--- src/sv/char_lcd_nibble_writer_macros.svh ---
// assertion macros for the character lcd nibble writer
`ifndef CHAR_LCD_NIBBLE_WRITER_MACROS_SVH
`define CHAR_LCD_NIBBLE_WRITER_MACROS_SVH

`ifndef NO_ASSERTIONS
// same-cycle implication, checked on clk with arst_n low as reset
`define CLNW_ASSERT_SAME(lbl, ante, cons) \
	lbl: assert property (@(posedge clk) disable iff (!arst_n) (ante) |-> (cons)) \
		else $error("clnw assertion failed");
// next-cycle implication
`define CLNW_ASSERT_NEXT(lbl, ante, cons) \
	lbl: assert property (@(posedge clk) disable iff (!arst_n) (ante) |=> (cons)) \
		else $error("clnw assertion failed");
`else
`define CLNW_ASSERT_SAME(lbl, ante, cons)
`define CLNW_ASSERT_NEXT(lbl, ante, cons)
`endif

`endif

--- src/sv/clnw_pkg.sv ---
// types, constants and microprogram of the character lcd nibble writer
package clnw_pkg;

	localparam int NUM_W     = 31;
	localparam int UPC_W     = 5;
	localparam int BIT_CNT_W = 5;

	// request kinds
	localparam logic [2:0] KIND_INIT   = 3'd0;
	localparam logic [2:0] KIND_HALF   = 3'd1;
	localparam logic [2:0] KIND_CMD    = 3'd2;
	localparam logic [2:0] KIND_DATA   = 3'd3;
	localparam logic [2:0] KIND_CURSOR = 3'd4;
	localparam logic [2:0] KIND_NUMBER = 3'd5;

	// register map
	localparam logic [2:0] ADDR_LINE_LENGTH  = 3'd0;
	localparam logic [6:0] LINE_LENGTH_RESET = 7'd16;

	localparam logic [7:0] CMD_SET_DDRAM = 8'h80;
	localparam logic [3:0] DIGIT_HI_NIB  = 4'h3;

	// microprogram entry points
	localparam logic [UPC_W-1:0] UA_INIT   = 5'd0;
	localparam logic [UPC_W-1:0] UA_HALF   = 5'd13;
	localparam logic [UPC_W-1:0] UA_BYTE   = 5'd14;
	localparam logic [UPC_W-1:0] UA_NUMBER = 5'd16;
	localparam logic [UPC_W-1:0] UA_DIGIT  = 5'd17;
	localparam logic [UPC_W-1:0] UA_LAST   = 5'd18;

	typedef struct packed {
		logic [2:0]       kind;
		logic [7:0]       byte_value;
		logic [2:0]       line_number;
		logic [7:0]       column;
		logic [NUM_W-1:0] number_value;
	} req_t;

	typedef struct packed {
		logic       register_select;
		logic [3:0] nibble;
		logic       last;
	} nib_t;

	typedef enum logic [2:0] {
		OP_CONST    = 3'd0,
		OP_BYTE_HI  = 3'd1,
		OP_BYTE_LO  = 3'd2,
		OP_DABBLE   = 3'd3,
		OP_DIGIT_HI = 3'd4,
		OP_DIGIT_LO = 3'd5
	} op_t;

	typedef struct packed {
		op_t              op;
		logic [3:0]       konst;
		logic             fin;
		logic [UPC_W-1:0] target;
	} cw_t;

	function automatic cw_t ucode(input logic [UPC_W-1:0] a);
		cw_t cw;
		case (a)
			5'd0:    cw = '{OP_CONST, 4'h3, 1'b0, UA_INIT};
			5'd1:    cw = '{OP_CONST, 4'h3, 1'b0, UA_INIT};
			5'd2:    cw = '{OP_CONST, 4'h2, 1'b0, UA_INIT};
			5'd3:    cw = '{OP_CONST, 4'h2, 1'b0, UA_INIT};
			5'd4:    cw = '{OP_CONST, 4'h8, 1'b0, UA_INIT};
			5'd5:    cw = '{OP_CONST, 4'h0, 1'b0, UA_INIT};
			5'd6:    cw = '{OP_CONST, 4'hC, 1'b0, UA_INIT};
			5'd7:    cw = '{OP_CONST, 4'h0, 1'b0, UA_INIT};
			5'd8:    cw = '{OP_CONST, 4'h1, 1'b0, UA_INIT};
			5'd9:    cw = '{OP_CONST, 4'h0, 1'b0, UA_INIT};
			5'd10:   cw = '{OP_CONST, 4'h6, 1'b0, UA_INIT};
			5'd11:   cw = '{OP_CONST, 4'h8, 1'b0, UA_INIT};
			5'd12:   cw = '{OP_CONST, 4'h0, 1'b1, UA_INIT};
			5'd13:   cw = '{OP_BYTE_HI, 4'h0, 1'b1, UA_INIT};
			5'd14:   cw = '{OP_BYTE_HI, 4'h0, 1'b0, UA_INIT};
			5'd15:   cw = '{OP_BYTE_LO, 4'h0, 1'b1, UA_INIT};
			5'd16:   cw = '{OP_DABBLE, 4'h0, 1'b0, UA_INIT};
			5'd17:   cw = '{OP_DIGIT_HI, 4'h0, 1'b0, UA_INIT};
			5'd18:   cw = '{OP_DIGIT_LO, 4'h0, 1'b0, UA_DIGIT};
			default: cw = '{OP_CONST, 4'h0, 1'b1, UA_INIT};
		endcase
		return cw;
	endfunction

	// ten to the power k, valid for k up to 19
	function automatic logic [63:0] pow10(input int k);
		logic [63:0] p;
		p = 64'd1;
		for (int i = 0; i < k; i++) begin
			p = p * 64'd10;
		end
		return p;
	endfunction

endpackage

--- src/sv/char_lcd_nibble_writer.sv ---
// character lcd 4-bit nibble writer, microcoded sequencer with apb config
// the request beat starts the sequencer; nibbles leave through the output register, one per cycle while not stalled
// init gives 13 nibbles, command/data/cursor 2, half command 1, all at one per cycle while not stalled
// number: double-dabble conversion of all 31 bits, then two nibbles per digit
// req_stall holds off a new request until the last nibble of the current one is emitted
// reset: arst_n clears sequencer, output valid and line_length (back to 16)
`include "char_lcd_nibble_writer_macros.svh"

module char_lcd_nibble_writer #(
	parameter int MAX_DIGITS = 10
) (
	input  logic              clk,
	input  logic              arst_n,
	// request channel
	input  logic              req_valid,
	output logic              req_stall,
	input  clnw_pkg::req_t    req,
	// nibble channel
	output logic              nib_valid,
	input  logic              nib_stall,
	output clnw_pkg::nib_t    nib,
	// apb config port
	input  logic              psel,
	input  logic              penable,
	input  logic              pwrite,
	input  logic [2:0]        paddr,
	input  logic [31:0]       pwdata,
	output logic [31:0]       prdata,
	output logic              pready
);

	localparam int DIG_W = (MAX_DIGITS > 1) ? $clog2(MAX_DIGITS) : 1;
	localparam int BCD_W = 4 * MAX_DIGITS;

	// sequencer state, one-hot
	typedef enum logic [1:0] {
		ST_IDLE = 2'b01,
		ST_RUN  = 2'b10
	} state_t;

	state_t                          state_q;
	logic [clnw_pkg::UPC_W-1:0]      upc_q;
	logic [7:0]                      byte_q;       // byte for hi/lo steps
	logic                            rs_q;         // register select for byte steps
	logic [clnw_pkg::NUM_W-1:0]      num_q;        // number being shifted into bcd
	logic [BCD_W-1:0]                bcd_q;        // packed bcd digits
	logic [clnw_pkg::BIT_CNT_W-1:0]  bit_cnt_q;    // dabble shift count
	logic [DIG_W-1:0]                dig_idx_q;    // digit being printed
	logic [6:0]                      line_length_q;
	logic                            nib_valid_q;
	clnw_pkg::nib_t                  nib_q;

	clnw_pkg::cw_t                   cw;
	logic                            is_emit;
	logic                            out_free;
	logic                            step_go;
	logic                            emit_go;
	logic                            emit_last;
	clnw_pkg::nib_t                  emit_nib;
	logic                            req_take;
	logic                            kind_ok;
	logic [clnw_pkg::UPC_W-1:0]      entry;
	logic [7:0]                      base;
	logic [7:0]                      cur_addr;
	logic [7:0]                      req_byte;
	logic [DIG_W-1:0]                lead;
	logic [BCD_W-1:0]                bcd_adj;
	logic [3:0]                      digit;
	logic                            cfg_wr;

	// ---------------------------------------------------------------
	// apb register: line_length, writes complete in the access cycle
	// ---------------------------------------------------------------
	assign pready = 1'b1;
	assign cfg_wr = psel && penable && pwrite && pready && (paddr == clnw_pkg::ADDR_LINE_LENGTH);

	always_comb begin
		prdata = 32'd0;
		if (paddr == clnw_pkg::ADDR_LINE_LENGTH) begin
			prdata = {25'd0, line_length_q};
		end
	end

	always_ff @(posedge clk or negedge arst_n) begin
		if (!arst_n) begin
			line_length_q <= clnw_pkg::LINE_LENGTH_RESET;
		end else if (cfg_wr) begin
			line_length_q <= pwdata[6:0];
		end
	end

	// ---------------------------------------------------------------
	// request decode: entry point, byte to send, leading digit index
	// ---------------------------------------------------------------
	assign req_stall = (state_q != ST_IDLE);
	assign req_take  = req_valid && !req_stall;

	always_comb begin
		kind_ok = 1'b1;
		entry   = clnw_pkg::UA_INIT;
		case (req.kind)
			clnw_pkg::KIND_INIT:   entry = clnw_pkg::UA_INIT;
			clnw_pkg::KIND_HALF:   entry = clnw_pkg::UA_HALF;
			clnw_pkg::KIND_CMD:    entry = clnw_pkg::UA_BYTE;
			clnw_pkg::KIND_DATA:   entry = clnw_pkg::UA_BYTE;
			clnw_pkg::KIND_CURSOR: entry = clnw_pkg::UA_BYTE;
			clnw_pkg::KIND_NUMBER: entry = clnw_pkg::UA_NUMBER;
			default:               kind_ok = 1'b0; // unused kinds give no beat
		endcase
	end

	// line base address, column added only within the line length
	always_comb begin
		case (req.line_number)
			3'd1:    base = 8'h40;
			3'd2:    base = 8'h10;
			3'd3:    base = 8'h50;
			default: base = 8'h00;
		endcase
		cur_addr = base;
		if (req.column <= {1'b0, line_length_q}) begin
			cur_addr = base + req.column;
		end
		if (req.kind == clnw_pkg::KIND_CURSOR) begin
			req_byte = clnw_pkg::CMD_SET_DDRAM | cur_addr;
		end else begin
			req_byte = req.byte_value;
		end
	end

	// most significant digit to print: highest k with value >= 10^k
	always_comb begin
		lead = '0;
		for (int k = 1; k < MAX_DIGITS; k++) begin
			if ({33'd0, req.number_value} >= clnw_pkg::pow10(k)) begin
				lead = DIG_W'(k);
			end
		end
	end

	// ---------------------------------------------------------------
	// microcode fetch and datapath control
	// ---------------------------------------------------------------
	assign cw       = clnw_pkg::ucode(upc_q);
	assign is_emit  = (cw.op != clnw_pkg::OP_DABBLE);
	assign out_free = !nib_valid_q || !nib_stall;
	assign step_go  = (state_q == ST_RUN) &&
		(is_emit ? out_free : (bit_cnt_q == clnw_pkg::BIT_CNT_W'(clnw_pkg::NUM_W - 1)));
	assign emit_go  = step_go && is_emit;

	assign digit     = bcd_q[dig_idx_q * 4 +: 4];
	assign emit_last = cw.fin || ((cw.op == clnw_pkg::OP_DIGIT_LO) && (dig_idx_q == '0));

	always_comb begin
		emit_nib.last = emit_last;
		case (cw.op)
			clnw_pkg::OP_CONST: begin
				emit_nib.register_select = 1'b0;
				emit_nib.nibble          = cw.konst;
			end
			clnw_pkg::OP_BYTE_HI: begin
				emit_nib.register_select = rs_q;
				emit_nib.nibble          = byte_q[7:4];
			end
			clnw_pkg::OP_BYTE_LO: begin
				emit_nib.register_select = rs_q;
				emit_nib.nibble          = byte_q[3:0];
			end
			clnw_pkg::OP_DIGIT_HI: begin
				emit_nib.register_select = 1'b1;
				emit_nib.nibble          = clnw_pkg::DIGIT_HI_NIB;
			end
			clnw_pkg::OP_DIGIT_LO: begin
				emit_nib.register_select = 1'b1;
				emit_nib.nibble          = digit;
			end
			default: begin
				emit_nib.register_select = 1'b0;
				emit_nib.nibble          = 4'h0;
			end
		endcase
	end

	// double dabble: add 3 to any digit of five or more, then shift
	always_comb begin
		for (int d = 0; d < MAX_DIGITS; d++) begin
			if (bcd_q[4*d +: 4] >= 4'd5) begin
				bcd_adj[4*d +: 4] = bcd_q[4*d +: 4] + 4'd3;
			end else begin
				bcd_adj[4*d +: 4] = bcd_q[4*d +: 4];
			end
		end
	end

	// sequencer: step counter with one conditional back jump
	always_ff @(posedge clk or negedge arst_n) begin
		if (!arst_n) begin
			state_q <= ST_IDLE;
			upc_q   <= clnw_pkg::UA_INIT;
		end else begin
			case (state_q)
				ST_IDLE: begin
					if (req_take && kind_ok) begin
						state_q <= ST_RUN;
						upc_q   <= entry;
					end
				end
				ST_RUN: begin
					if (step_go) begin
						if (emit_go && emit_last) begin
							state_q <= ST_IDLE;
						end else if (cw.op == clnw_pkg::OP_DIGIT_LO) begin
							upc_q <= cw.target;
						end else begin
							upc_q <= upc_q + 1'b1;
						end
					end
				end
				default: state_q <= ST_IDLE;
			endcase
		end
	end

	// datapath registers, loaded on the request beat and worked by the program
	always_ff @(posedge clk) begin
		if (req_take) begin
			byte_q    <= req_byte;
			rs_q      <= (req.kind == clnw_pkg::KIND_DATA);
			num_q     <= req.number_value;
			bcd_q     <= '0;
			bit_cnt_q <= '0;
			dig_idx_q <= lead;
		end else if (state_q == ST_RUN) begin
			if (cw.op == clnw_pkg::OP_DABBLE) begin
				bcd_q     <= {bcd_adj[BCD_W-2:0], num_q[clnw_pkg::NUM_W-1]};
				num_q     <= {num_q[clnw_pkg::NUM_W-2:0], 1'b0};
				bit_cnt_q <= bit_cnt_q + 1'b1;
			end
			if (emit_go && (cw.op == clnw_pkg::OP_DIGIT_LO) && (dig_idx_q != '0)) begin
				dig_idx_q <= dig_idx_q - 1'b1;
			end
		end
	end

	// ---------------------------------------------------------------
	// output register: holds a beat while the far side stalls
	// ---------------------------------------------------------------
	always_ff @(posedge clk or negedge arst_n) begin
		if (!arst_n) begin
			nib_valid_q <= 1'b0;
		end else if (emit_go) begin
			nib_valid_q <= 1'b1;
		end else if (!nib_stall) begin
			nib_valid_q <= 1'b0;
		end
	end

	always_ff @(posedge clk) begin
		if (emit_go) begin
			nib_q <= emit_nib;
		end
	end

	assign nib_valid = nib_valid_q;
	assign nib       = nib_q;

	// ---------------------------------------------------------------
	// assertions
	// ---------------------------------------------------------------
	`CLNW_ASSERT_NEXT(a_last_ends_run, emit_go && emit_last, state_q == ST_IDLE)
	`CLNW_ASSERT_SAME(a_upc_range, state_q == ST_RUN, upc_q <= clnw_pkg::UA_LAST)
	`CLNW_ASSERT_SAME(a_dig_range, state_q == ST_RUN, {1'b0, dig_idx_q} < (DIG_W + 1)'(MAX_DIGITS))
	`CLNW_ASSERT_NEXT(a_no_overwrite, nib_valid_q && nib_stall && !emit_go, nib_valid_q && $stable(nib_q))

endmodule

--- config.mk ---
export PLATFORM = sky130hd
export DESIGN_NAME = char_lcd_nibble_writer
export DESIGN_NICKNAME = d
export VERILOG_FILES = /design/src/sv/clnw_pkg.sv /design/src/sv/char_lcd_nibble_writer.sv
export VERILOG_INCLUDE_DIRS = /design/src /design/src/sv
export SDC_FILE = /design/constraint.sdc
export NUM_CORES = 1
export LEC_CHECK = 0
export BUFFER_PORTS_ARGS = -buffer_cell sky130_fd_sc_hd__buf_2
export CORE_MARGIN = 4
export CORE_UTILIZATION = 24
export CTS_BUF_LIST = sky130_fd_sc_hd__clkbuf_16
export DETAILED_ROUTE_END_ITERATION = 6
export GPL_TIMING_DRIVEN = 0
export PLACE_DENSITY_LB_ADDON = 0.25
export SLEW_MARGIN = 15
export SYNTH_ARGS = -nofsm -noshare
export SYNTH_HDL_FRONTEND = slang
export SYNTH_SLANG_ARGS = --single-unit
--- constraint.sdc ---
create_clock -name clk -period 3.64 [get_ports clk]
set_clock_uncertainty 0.15 [all_clocks]
set_input_delay 0 -clock clk [delete_from_list [all_inputs] [get_ports clk]]
set_output_delay 0 -clock clk [all_outputs]
set_load 0.02 [all_outputs]
Word level (Yosys, flattened, before mapping). Memory sizes are Yosys's and may differ from the RTL's. Cells that the tools add are included.

Memories: 1. Output and inout bits: 41. Word-level logic and storage cells: 149. Memory bits (read-only): 320. Input bits: 95. Flip-flop bits (word level): 110.

$lt $le $gt $ge: 20. Muxes and demuxes: 44. Shift operators: 1. Add/sub/neg operators: 14. Equality and inequality tests: 23. Reduce and logical (&&, ||, !) cells: 32.

Memories: (name not given) (depth 32, width 10, rd ports 1, clocked after Yosys merged registers in 0, wr ports 0, line clnw_pkg.sv:63) `case (a)`.

Operators with widths (count): $mux W31 (3); $mux W4 (20); $ge A4 B3 Y1 const B (10); $shiftx A40 B7 Y4 (1); $add A4 B2 Y4 const B (9); $ge A31 B10 Y1 const B (1); $ge A31 B14 Y1 const B (1); $ge A31 B17 Y1 const B (1); $ge A31 B20 Y1 const B (1); $ge A31 B24 Y1 const B (1); $ge A31 B27 Y1 const B (1); $ge A31 B30 Y1 const B (1); $ge A31 B4 Y1 const B (1); $ge A31 B7 Y1 const B (1); $pmux W5 S5 (1); $mux W7 (3); $pmux W7 S3 (1); $mux W5 (4); $eq A3 B2 Y1 const B (6); $pmux W5 S3 (1); $eq A3 B3 Y1 const B (4); $logic_and A1 B1 Y1 (11); $add A5 B1 Y5 const B (2); $pmux W5 S2 (1); other kinds (26) (48).

Longest topological paths before layout. Gate-level depths: netlist (run 1).

Depth after elaboration: 11. Gate-level depth with buffers: 9. Mapped depth without buffers: 8.

Worst setup path after synthesis (run 1). OpenSTA, ideal clock, no wires.

Kind: register to register. From: register upc_q[0] in the netlist's numbering. To: register num_q[0] in the netlist's numbering (enable). Setup time: 471 ps. Cell stages (with the launch flop): 8. Data arrival time: 2284 ps. Clock period less this slack: 2905 ps. Path buffers: 1. Required time: 3019 ps. Slack: 735 ps. Path through: dfrtp_1 ha_1 ha_1 and3b_1 a31o_2 nand3_1 clkbuf_1 nand2_1.

Word-level cells in the longest chain between the ends: 4.

Ends and longest elaborated chain: start, declared (line char_lcd_nibble_writer.sv:42) `logic [clnw_pkg::UPC_W-1:0] upc_q;`; start signal, assigned (line char_lcd_nibble_writer.sv:199) `upc_q <= clnw_pkg::UA_INIT;`; start signal, assigned (line char_lcd_nibble_writer.sv:205) `upc_q <= entry;`; start signal, assigned (line char_lcd_nibble_writer.sv:213) `upc_q <= cw.target;`; $mem_v2 Z32 W10; $eq A3 B2 Y1 (line char_lcd_nibble_writer.sv:234) `if (cw.op == clnw_pkg::OP_DABBLE) begin`; $reduce_bool A2 Y1 (no line); $reduce_and A2 Y1 (no line); end signal, assigned (line char_lcd_nibble_writer.sv:229) `num_q <= req.number_value;`; end signal, assigned (line char_lcd_nibble_writer.sv:236) `num_q <= {num_q[clnw_pkg::NUM_W-2:0], 1'b0};`; end, declared (line char_lcd_nibble_writer.sv:45) `logic [clnw_pkg::NUM_W-1:0] num_q;`.

Every way passes these cells. A chain may end at the register's enable or synchronous reset.

Worst setup path after layout (run 1).
From: register upc_q[1] in the netlist's numbering. To: register num_q[8] in the netlist's numbering (enable).

The elaborated chain is that of the path after synthesis.

==> qor.txt, run 1 <==
Post-layout power: 4130 µW
Number of flops mapped to enable cells by yosys: 50
CP Class: reg -> reg
Gpl congestion: 0.829
Hold WC Path Type: in -> reg
Kind of end point of the critical path: flip-flop
Final antenna-violating net count: 0
Fin Setup TNS: 0 ps
Post-Syn Area: 0.00706 mm²
N_diodes: 0
Tmin final: 3170 ps
Clk_lat worst skew: 360 ps
Final critical-path share of the clock period: 87.0%
Status: complete, no violations
Slew margin rel.: 42.8%
GRT Util Overall: 12.1%
Max frequency: 0.316 GHz
Mapped Cells: 822
DRC viols: 0
CTS Buf Count: 9
CP required: 3480 ps
Core area: 0.0289 mm²
Drt initial violations: 344
Synth warn: 0
GRT Residual Overflow: 0
Post-Layout Cell Count: 1381
Final Hold Vio Count: 0
Cell Rows: 62
Max IR drop VDD: 0.000236 V
Clock slew at reported path FFs: 70 ps
# setup viols final: 0
CP Data Arrival Time: 3010 ps
Num ports: 136
Static Leakage: 0.00355 µW
CTS tree: yes
Max FO, Critical Path: 31
Cell Pwr Density: 464 mW/mm²
Post-Route WL: 19500 µm
Slew Viols, Final: 0
RSZ-0062 raised after global routing: false
Top cell type by total area after synthesis: edfxtp_1
Share of layout cells above drive strength 1: 15.6%
Synth cell types: 71
Die H: 180 µm
Synth Flop Type: edfxtp_1
Slew @ Worst Pin: 858 ps
Top cells by count, synth: nand2_1, a21oi_1, o21ai_0, edfxtp_1, dfxtp_1
Most common cell in the netlist: nand2_1
Clk sink count: 110
Ranking of synthesized cells by area: edfxtp_1, dfxtp_1, nand2_1
Drt pass-1 iters: 5
Initial antenna violation count: 1
Synth-to-layout area growth: 25.9%
Hpwl dp: 14500 µm
Final nets: 1127
Post-synth ARST share: 13.6%
Sequential area share after synthesis: 39.4%
Synth Register Bits: 110
Die W: 180 µm
Vias: 6199
First-pass GRT wire length: 32400 µm
Via density: 4.49
Number of port buffers: 76
Top cell type's share of synthesized area: 21.3%
Starting Density: 24.5%
Die area: 0.0322 mm²
Clock Path Buffers: 2
Vias in the first global route: 6194
WL/cell: 14.1 µm
H-tree levels: 3
Root buf cell: clkbuf_16
Maxcap violations: 0
Syn avg cell area: 8.59 µm²
DP Cell Count: 1306
Largest net degree at the start of global routing: 32
Startpoint Class: flip-flop
-- layer usage --
metal / up-vias / share of wire [%] / global-route usage, %
met5: - / 0.067 / 0
met4: 2 / 0.95 / 2.19
met3: 16 / 3.5 / 2.26
met1: 2894 / 48 / 16.5
li1: 3165 / - / -
met2: 122 / 47 / 20.3
-- flip-flops by register name, indices dropped and copies added, names as in the netlist --
| register | cells |
|---|---|
| bcd_q | 40 |
| bit_cnt_q | 5 |
| byte_q | 8 |
| dig_idx_q | 4 |
| line_length_q | 7 |
| nib | 6 |
| nib_valid | 1 |
| num_q | 31 |
| rs_q | 1 |
| state_q | 2 |
| upc_q | 5 |
-- final timing paths --
kind,startpoint,to,slack (ps),cells after the start
setup reg to reg,upc_q[1],num_q[8],470,7
hold / removal,req[36],byte_q[5],10,4
hold reg to reg,bcd_q[37],bcd_q[37],350,2
min in group asynchronous,arst_n,state_q[0],40,2
setup / recovery,upc_q[1],num_q[8],470,7
max in group asynchronous,arst_n,line_length_q[5],2160,3
-- power breakdown --
part / switching [µW] / total (µW) / internal [µW]
Sequential: 113 / 1750 / 1640
Combinational: 906 / 1420 / 513
Clock: 459 / 957 / 498
-- layout make-up --
| class | instances | area, µm² |
|---|---|---|
| Fill cell | 3077 | 20000 |
| Multi-Input combinational cell | 627 | 3810 |
| Sequential cell | 110 | 2780 |
| Timing Repair Buffer | 135 | 971 |
| Tap cell | 384 | 480 |
| Buffer | 67 | 410 |
| Clock buffer | 10 | 250 |
| Inverter | 42 | 158 |
| Clock inverter | 6 | 28.8 |
-- cell usage in the layout, fill, tap and decap left out, types with 5 or more instances in the layout --
master         Yosys  final
xor2_1             5      5
buf_4             26     26
a22oi_1            5      5
a31oi_1            5      5
nor2b_1            5      5
mux2i_1           13     13
conb_1             2     26
clkbuf_16          0     10
a211oi_1           5      5
nor3b_1           10     10
nand2b_1          18     18
nor2_1            42     42
o211ai_1           6      6
o22ai_1            5      5
inv_1             41     44
ha_1              40     40
buf_2              7     83
clkbuf_1          28     28
nand2_1          181    180
nand3_1           26     26
nor4_1             7      7
nand4_1            7      7
a211oi_2           8      8
dlygate4sd3_1      0     59
a21oi_1           62     62
and2_1            10     10
o21ai_0           51     51
edfxtp_1          50     50
xnor2_1           14     14
mux4_2             7      7
dfxtp_1           45     45
nor3_1            10     10
and3_1             6      6
dfrtp_1           13     13
-- metrics by stage --
stage | util, % | instance area [µm²] | hold WS (ps) | setup WS, ps
2_1_floorplan | - | 7150 | -446 | 735
3_3_place_gp | 27.8 | 8020 | -213 | -239
3_5_place_dp | 27.8 | 8020 | -206 | 214
4_1_cts | 30.8 | 8890 | 1.58 | 214
5_1_grt | 30.8 | 8890 | 28.5 | 288
6_report | 30.8 | 8890 | 11.9 | 472
-- timing repair --
action,CTS,global route
setup buffers,0,0
hold buffers,59,0
endpoints found under the setup margin,0,14
gates resized for setup,0,1
hold endpoints to repair,65,0
-- logic make-up after synthesis --
logic type	Yosys count	share of synthesized area (%)
simple gates	339	22.2
compound gates	182	16.6
flops	110	39.4
buf+inv	109	8.04
fa+ha+maj	40	7.08
mux	21	4.23
xor+xnor	19	2.36
other cells	2	0.106
-- worst max-delay path: stages (launching register included) --
cell,delay [ps]
dfrtp_1,470
ha_1,280
ha_1,220
and3b_1,200
a31o_2,260
nand3_1,240
clkbuf_1,540
nand2_4,400
No activity file was read; power rests on OpenSTA's default activity.
==> run 2, diff against run 1 <==
CORE_UTILIZATION = 56   (was 24)
==> qor.txt, run 2 (synthesis gave the netlist of run 1 again) <==
Most common cell after layout, fill and taps aside: nand2_1 (unchanged)
Cell Pwr Density: 488 mW/mm² (was 464 mW/mm²)
Share of layout cells above drive strength 1: 15.9% (was 15.6%)
Post-Route WL: 18100 µm (was 19500 µm)
Final Hold Vio Count: 0 (unchanged)
Met1 Use GR: 31.5% (was 16.5%)
Reg2reg setup slack: 280 ps (was 470 ps)
Initial antenna violation count: 0 (was 1)
DRC viols: 0 (unchanged)
RSZ-0062 raised after global routing: false (unchanged)
Slew margin rel.: 40.0% (was 42.8%)
CP Data Arrival Time: 3150 ps (was 3010 ps)
Max IR drop VDD: 0.000384 V (was 0.000236 V)
H-tree levels: 3 (unchanged)
Vias: 6519 (was 6199)
Post-CTS setup buffers: 0 (unchanged)
Vias in the first global route: 6283 (was 6194)
Kind of end point of the critical path: flip-flop (unchanged)
Final instance area: 0.00866 mm² (was 0.00889 mm²)
CP required: 3430 ps (was 3480 ps)
Clock slew at reported path FFs: 80 ps (was 70 ps)
Status: complete, no violations (unchanged)
Die area: 0.0145 mm² (was 0.0322 mm²)
Max FFs per register: 40 (unchanged)
Cell Rows: 40 (was 62)
WL/cell: 15.6 µm (was 14.1 µm)
N_diodes: 0 (unchanged)
CTS tree: yes (unchanged)
Max frequency: 0.298 GHz (was 0.316 GHz)
Maxcap violations: 0 (unchanged)
GRT Util Overall: 24.8% (was 12.1%)
Multi-input logic area: 0.00381 mm² (about the same)
Layout Utilization: 71.2% (was 30.8%)
Fin Setup TNS: 0 ps (unchanged)
Fill cell count: 978 (was 3077)
Tmin final: 3360 ps (was 3170 ps)
Commonest non-fill, non-tap cells in the layout: nand2_1, buf_2, a21oi_1, dlygate4sd3_1, o21ai_0 (unchanged)
Final critical-path share of the clock period: 92.3% (was 87.0%)
Hold WC Path Type: in -> reg (unchanged)
First-pass GRT wire length: 29500 µm (was 32400 µm)
Root buf cell: clkbuf_16 (unchanged)
Num ports: 136 (unchanged)
Starting Density: 58.1% (was 24.5%)
Drt initial violations: 484 (was 344)
CP Class: reg -> reg (unchanged)
Biggest registers after layout: bcd_q x40, num_q x31, byte_q x8 (unchanged)
Clk sink count: 110 (unchanged)
Largest net degree at the start of global routing: 32 (unchanged)
Final antenna-violating net count: 0 (unchanged)
Top reg by flops: bcd_q (unchanged)
Final nets: 1127 (unchanged)
Die H: 120 µm (was 180 µm)
Clk_lat worst skew: 360 ps (about the same)
Dpl cell area: 0.00774 mm² (was 0.00802 mm²)
Core area: 0.0122 mm² (was 0.0289 mm²)
Hold Worst Slack: 5.08 ps (was 11.9 ps)
Reg area: 0.00278 mm² (unchanged)
GRT Residual Overflow: 0 (unchanged)
Via density: 5.60 (was 4.49)
Hpwl dp: 12400 µm (was 14500 µm)
Slew @ Worst Pin: 901 ps (was 858 ps)
Max FO, Critical Path: 31 (unchanged)
M3 GR Usage: 5.89% (was 2.26%)
Synth-to-layout area growth: 22.6% (was 25.9%)
Clock Path Buffers: 2 (unchanged)
# setup viols final: 0 (unchanged)
CTS Buf Count: 9 (unchanged)
Startpoint Class: flip-flop (unchanged)
Number of port buffers: 76 (unchanged)
Drt pass-1 iters: 5 (unchanged)
Gpl congestion: 0.875 (was 0.829)
Met2 usage: 42.3% (was 20.3%)
Die W: 120 µm (was 180 µm)
Static Leakage: 0.00355 µW (about the same)
Slew Viols, Final: 0 (unchanged)
Most Used Layer, Global Route: met2 (unchanged)
run 2: cell count changes in the layout (fill, tap and decap cells not counted), sizes merged:
cell and change:
bufinv +2, clkbuf -1, inv -1
run 2: critical path: stages, from the launching register on:
cell,delay (ps)
dfrtp_1,460
ha_1,300
ha_1,240
and3b_1,200
a31o_2,270
nand3_1,190
clkbuf_1,520
nand2_2,570
run 2: path summary, 6_finish.rpt:
path	from	end	cells past startpoint
worst max-delay path	upc_q[1]	num_q[11]	7
worst min-delay path	req[36]	byte_q[5]	4
worst max register to register	upc_q[1]	num_q[11]	7
worst min register to register	bcd_q[37]	bcd_q[37]	2
max in group asynchronous	arst_n	line_length_q[5]	3
min in group asynchronous	arst_n	state_q[0]	2
run 2: cell type report:
cell class / instances / share of cell area [%]
flip-flops and latches: 110 / 32.1
clock buffers: 9 / 2.60
well taps: 168 / 2.43
repair buffers: 135 / 11.2
inverters: 42 / 1.82
clock inverters: 7 / 1.11
multi-input cells: 627 / 44.0
plain buffers: 67 / 4.74
run 2: metal layers:
metal  wire length (µm)  share of wire (%)
met4                365                2.0
met5                  0                  0
met2               9080                 50
met1               7630                 42
met3               1060                5.8
run 2: report_power, final:
part | internal, µW | switching (µW) | leakage (µW)
logic | 511 | 894 | 0.00238
clock network | 606 | 465 | 0.000156
registers | 1640 | 111 | 0.00102
run 2: metrics by stage:
stage | power, µW | std cells | setup WS [ps]
3_5_place_dp | 3110 | 1090 | -149
3_3_place_gp | 3070 | 1090 | -47.2
5_1_grt | 4470 | 1165 | 138
2_1_floorplan | 2720 | 846 | 735
4_1_cts | 4220 | 1165 | 302
6_report | 4230 | 1165 | 281
run 2: repair_timing:
item                                    in CTS  in global routing
hold buffers                                59                  0
endpoints found under the setup margin      31                  0
hold endpoints to repair                    66                  0
resized for setup                            1                  0
==> run 3, diff against run 2 <==
GPL_TIMING_DRIVEN = 1   (was 0)
==> qor.txt, run 3 (synthesis gave the netlist of run 1 again) <==
Dpl cell area: 0.00744 mm² (was 0.00774 mm²)
Routed met2 length: 8780 µm (was 9080 µm)
Maxcap violations: 0 (unchanged)
Static Leakage: 0.00338 µW (was 0.00355 µW)
Post-CTS sizing: 0 (was 1)
Largest net degree at the start of global routing: 88 (was 32)
Final nets: 1075 (was 1127)
Share of layout cells above drive strength 1: 14.1% (was 15.9%)
Met1 WL: 7260 µm (was 7630 µm)
Critical-path top delay cell: dlygate4sd3_1 (was nand2_2)
Clock Path Buffers: 2 (unchanged)
Crit path max-delay family: simple AND/OR/NAND/NOR gates (unchanged)
Hpwl dp: 11500 µm (was 12400 µm)
Top layer in use: met4 (unchanged)
CTS Buf Count: 9 (unchanged)
Final antenna-violating net count: 0 (unchanged)
Most common cell after layout, fill and taps aside: nand2_1 (unchanged)
Slew @ Worst Pin: 961 ps (was 901 ps)
Fin Setup TNS: 0 ps (unchanged)
Num ports: 136 (unchanged)
Cell Pwr Density: 490 mW/mm² (was 488 mW/mm²)
Max FO, Critical Path: 6 (was 31)
Fill cell count: 956 (was 978)
# setup viols final: 0 (unchanged)
Startpoint Class: flip-flop (unchanged)
Initial antenna violation count: 0 (unchanged)
Layout Utilization: 68.4% (was 71.2%)
DRC viols: 0 (unchanged)
Post-Route WL: 17500 µm (was 18100 µm)
Starting Density: 58.1% (unchanged)
Biggest registers after layout: bcd_q x40, num_q x31, byte_q x8 (unchanged)
CP bufs+invs: 2 (was 1)
CTS tree: yes (unchanged)
Core area: 0.0122 mm² (unchanged)
Slew margin rel.: 36.0% (was 40.0%)
Via density: 5.61 (was 5.60)
RSZ-0062 raised after global routing: false (unchanged)
Drt pass-1 iters: 5 (unchanged)
Tmin final: 3020 ps (was 3360 ps)
CP Data Arrival Time: 3110 ps (was 3150 ps)
Cell Rows: 40 (unchanged)
Max frequency: 0.332 GHz (was 0.298 GHz)
Clk sink count: 110 (unchanged)
Hold WC Path Type: in -> reg (unchanged)
Hold Worst Slack: 7.71 ps (was 5.08 ps)
Top reg by flops: bcd_q (unchanged)
Slew Viols, Final: 0 (unchanged)
CP Class: reg -> reg (unchanged)
Met3 Wirelength: 1020 µm (was 1060 µm)
Final critical-path share of the clock period: 82.8% (was 92.3%)
Number of port buffers: 84 (was 76)
Max FFs per register: 40 (unchanged)
Clk_lat worst skew: 360 ps (about the same)
Synth-to-layout area growth: 17.8% (was 22.6%)
Die H: 120 µm (unchanged)
GRT Util Overall: 24.9% (was 24.8%)
WL/cell: 15.7 µm (was 15.6 µm)
Vias: 6253 (was 6519)
Drt initial violations: 504 (was 484)
Final Hold Vio Count: 0 (unchanged)
Commonest non-fill, non-tap cells in the layout: nand2_1, buf_2, a21oi_1, dlygate4sd3_1, o21ai_0 (unchanged)
CP required: 3730 ps (was 3430 ps)
Clock slew at reported path FFs: 70 ps (was 80 ps)
Reg2reg setup slack: 620 ps (was 280 ps)
CP peak stage delay: 570 ps (about the same)
Vias in the first global route: 6255 (was 6283)
Post-CTS Hold Buffers: 58 (was 59)
Die area: 0.0145 mm² (unchanged)
Post-CTS setup buffers: 0 (unchanged)
Status: complete, no violations (unchanged)
Gpl congestion: 0.878 (was 0.875)
Kind of end point of the critical path: flip-flop (unchanged)
Crit path cell chain: inv_1 > ha_1 > nor4bb_1 > and2_1 > a21oi_1 > a22oi_1 > dlygate4sd3_1 > o2bb2ai_1 (was ha_1 > ha_1 > and3b_1 > a31o_2 > nand3_1 > clkbuf_1 > nand2_2)
Final instance area: 0.00832 mm² (was 0.00866 mm²)
GRT Residual Overflow: 0 (unchanged)
H-tree levels: 3 (unchanged)
Die W: 120 µm (unchanged)
Max IR drop VDD: 0.000381 V (was 0.000384 V)
First-pass GRT wire length: 29500 µm (about the same)
Root buf cell: clkbuf_16 (unchanged)
==> run 3: tightest hold or removal path: stages <==
cell and delay (ps):
buf_2 90, nor2b_1 60, mux2i_1 120, o21ai_0 80
==> run 3: metal layers <==
metal | GRT usage (%) | vias up
li1 | - | 3062
met1 | 30.6 | 2926
met2 | 43.0 | 220
met3 | 5.89 | 45
met4 | 8.92 | 0
met5 | 0 | -
==> run 3: power breakdown <==
part           switching [µW]  total, µW  internal [µW]  leakage, µW
clock                     436       1000            566     0.000157
sequential                200       1840           1640      0.00102
combinational             759       1230            475      0.00221
==> run 3: final cells by class <==
type | instances | area [µm²] | area share, %
inverters | 42 | 158 | 1.89
clock inverters | 6 | 51.3 | 0.617
multi-input cells | 627 | 3810 | 45.8
diodes | 1 | 2.50 | 0.0301
well taps | 168 | 210 | 2.53
flip-flops and latches | 110 | 2780 | 33.4
repair buffers | 150 | 1060 | 12.8
clock buffers | 10 | 250 | 3.01
==> run 3: stage by stage <==
| step | std cells | setup slack [ps] | total power, µW |
|---|---|---|---|
| 5_1_grt | 1113 | 423 | 4330 |
| 6_report | 1114 | 625 | 4070 |
| 3_3_place_gp | 1039 | 803 | 2980 |
| 2_1_floorplan | 846 | 735 | 2720 |
| 3_5_place_dp | 1039 | 745 | 3020 |
| 4_1_cts | 1113 | 663 | 4080 |
==> run 3: final timing paths <==
check | start | endpoint | depth (start not counted)
max in group asynchronous | arst_n | line_length_q[6] | 3
worst max register to register | upc_q[0] | upc_q[4] | 8
worst max-delay path | upc_q[0] | upc_q[4] | 8
worst min register to register | bcd_q[37] | bcd_q[37] | 2
worst min-delay path | req[41] | byte_q[4] | 4
min in group asynchronous | arst_n | state_q[0] | 2
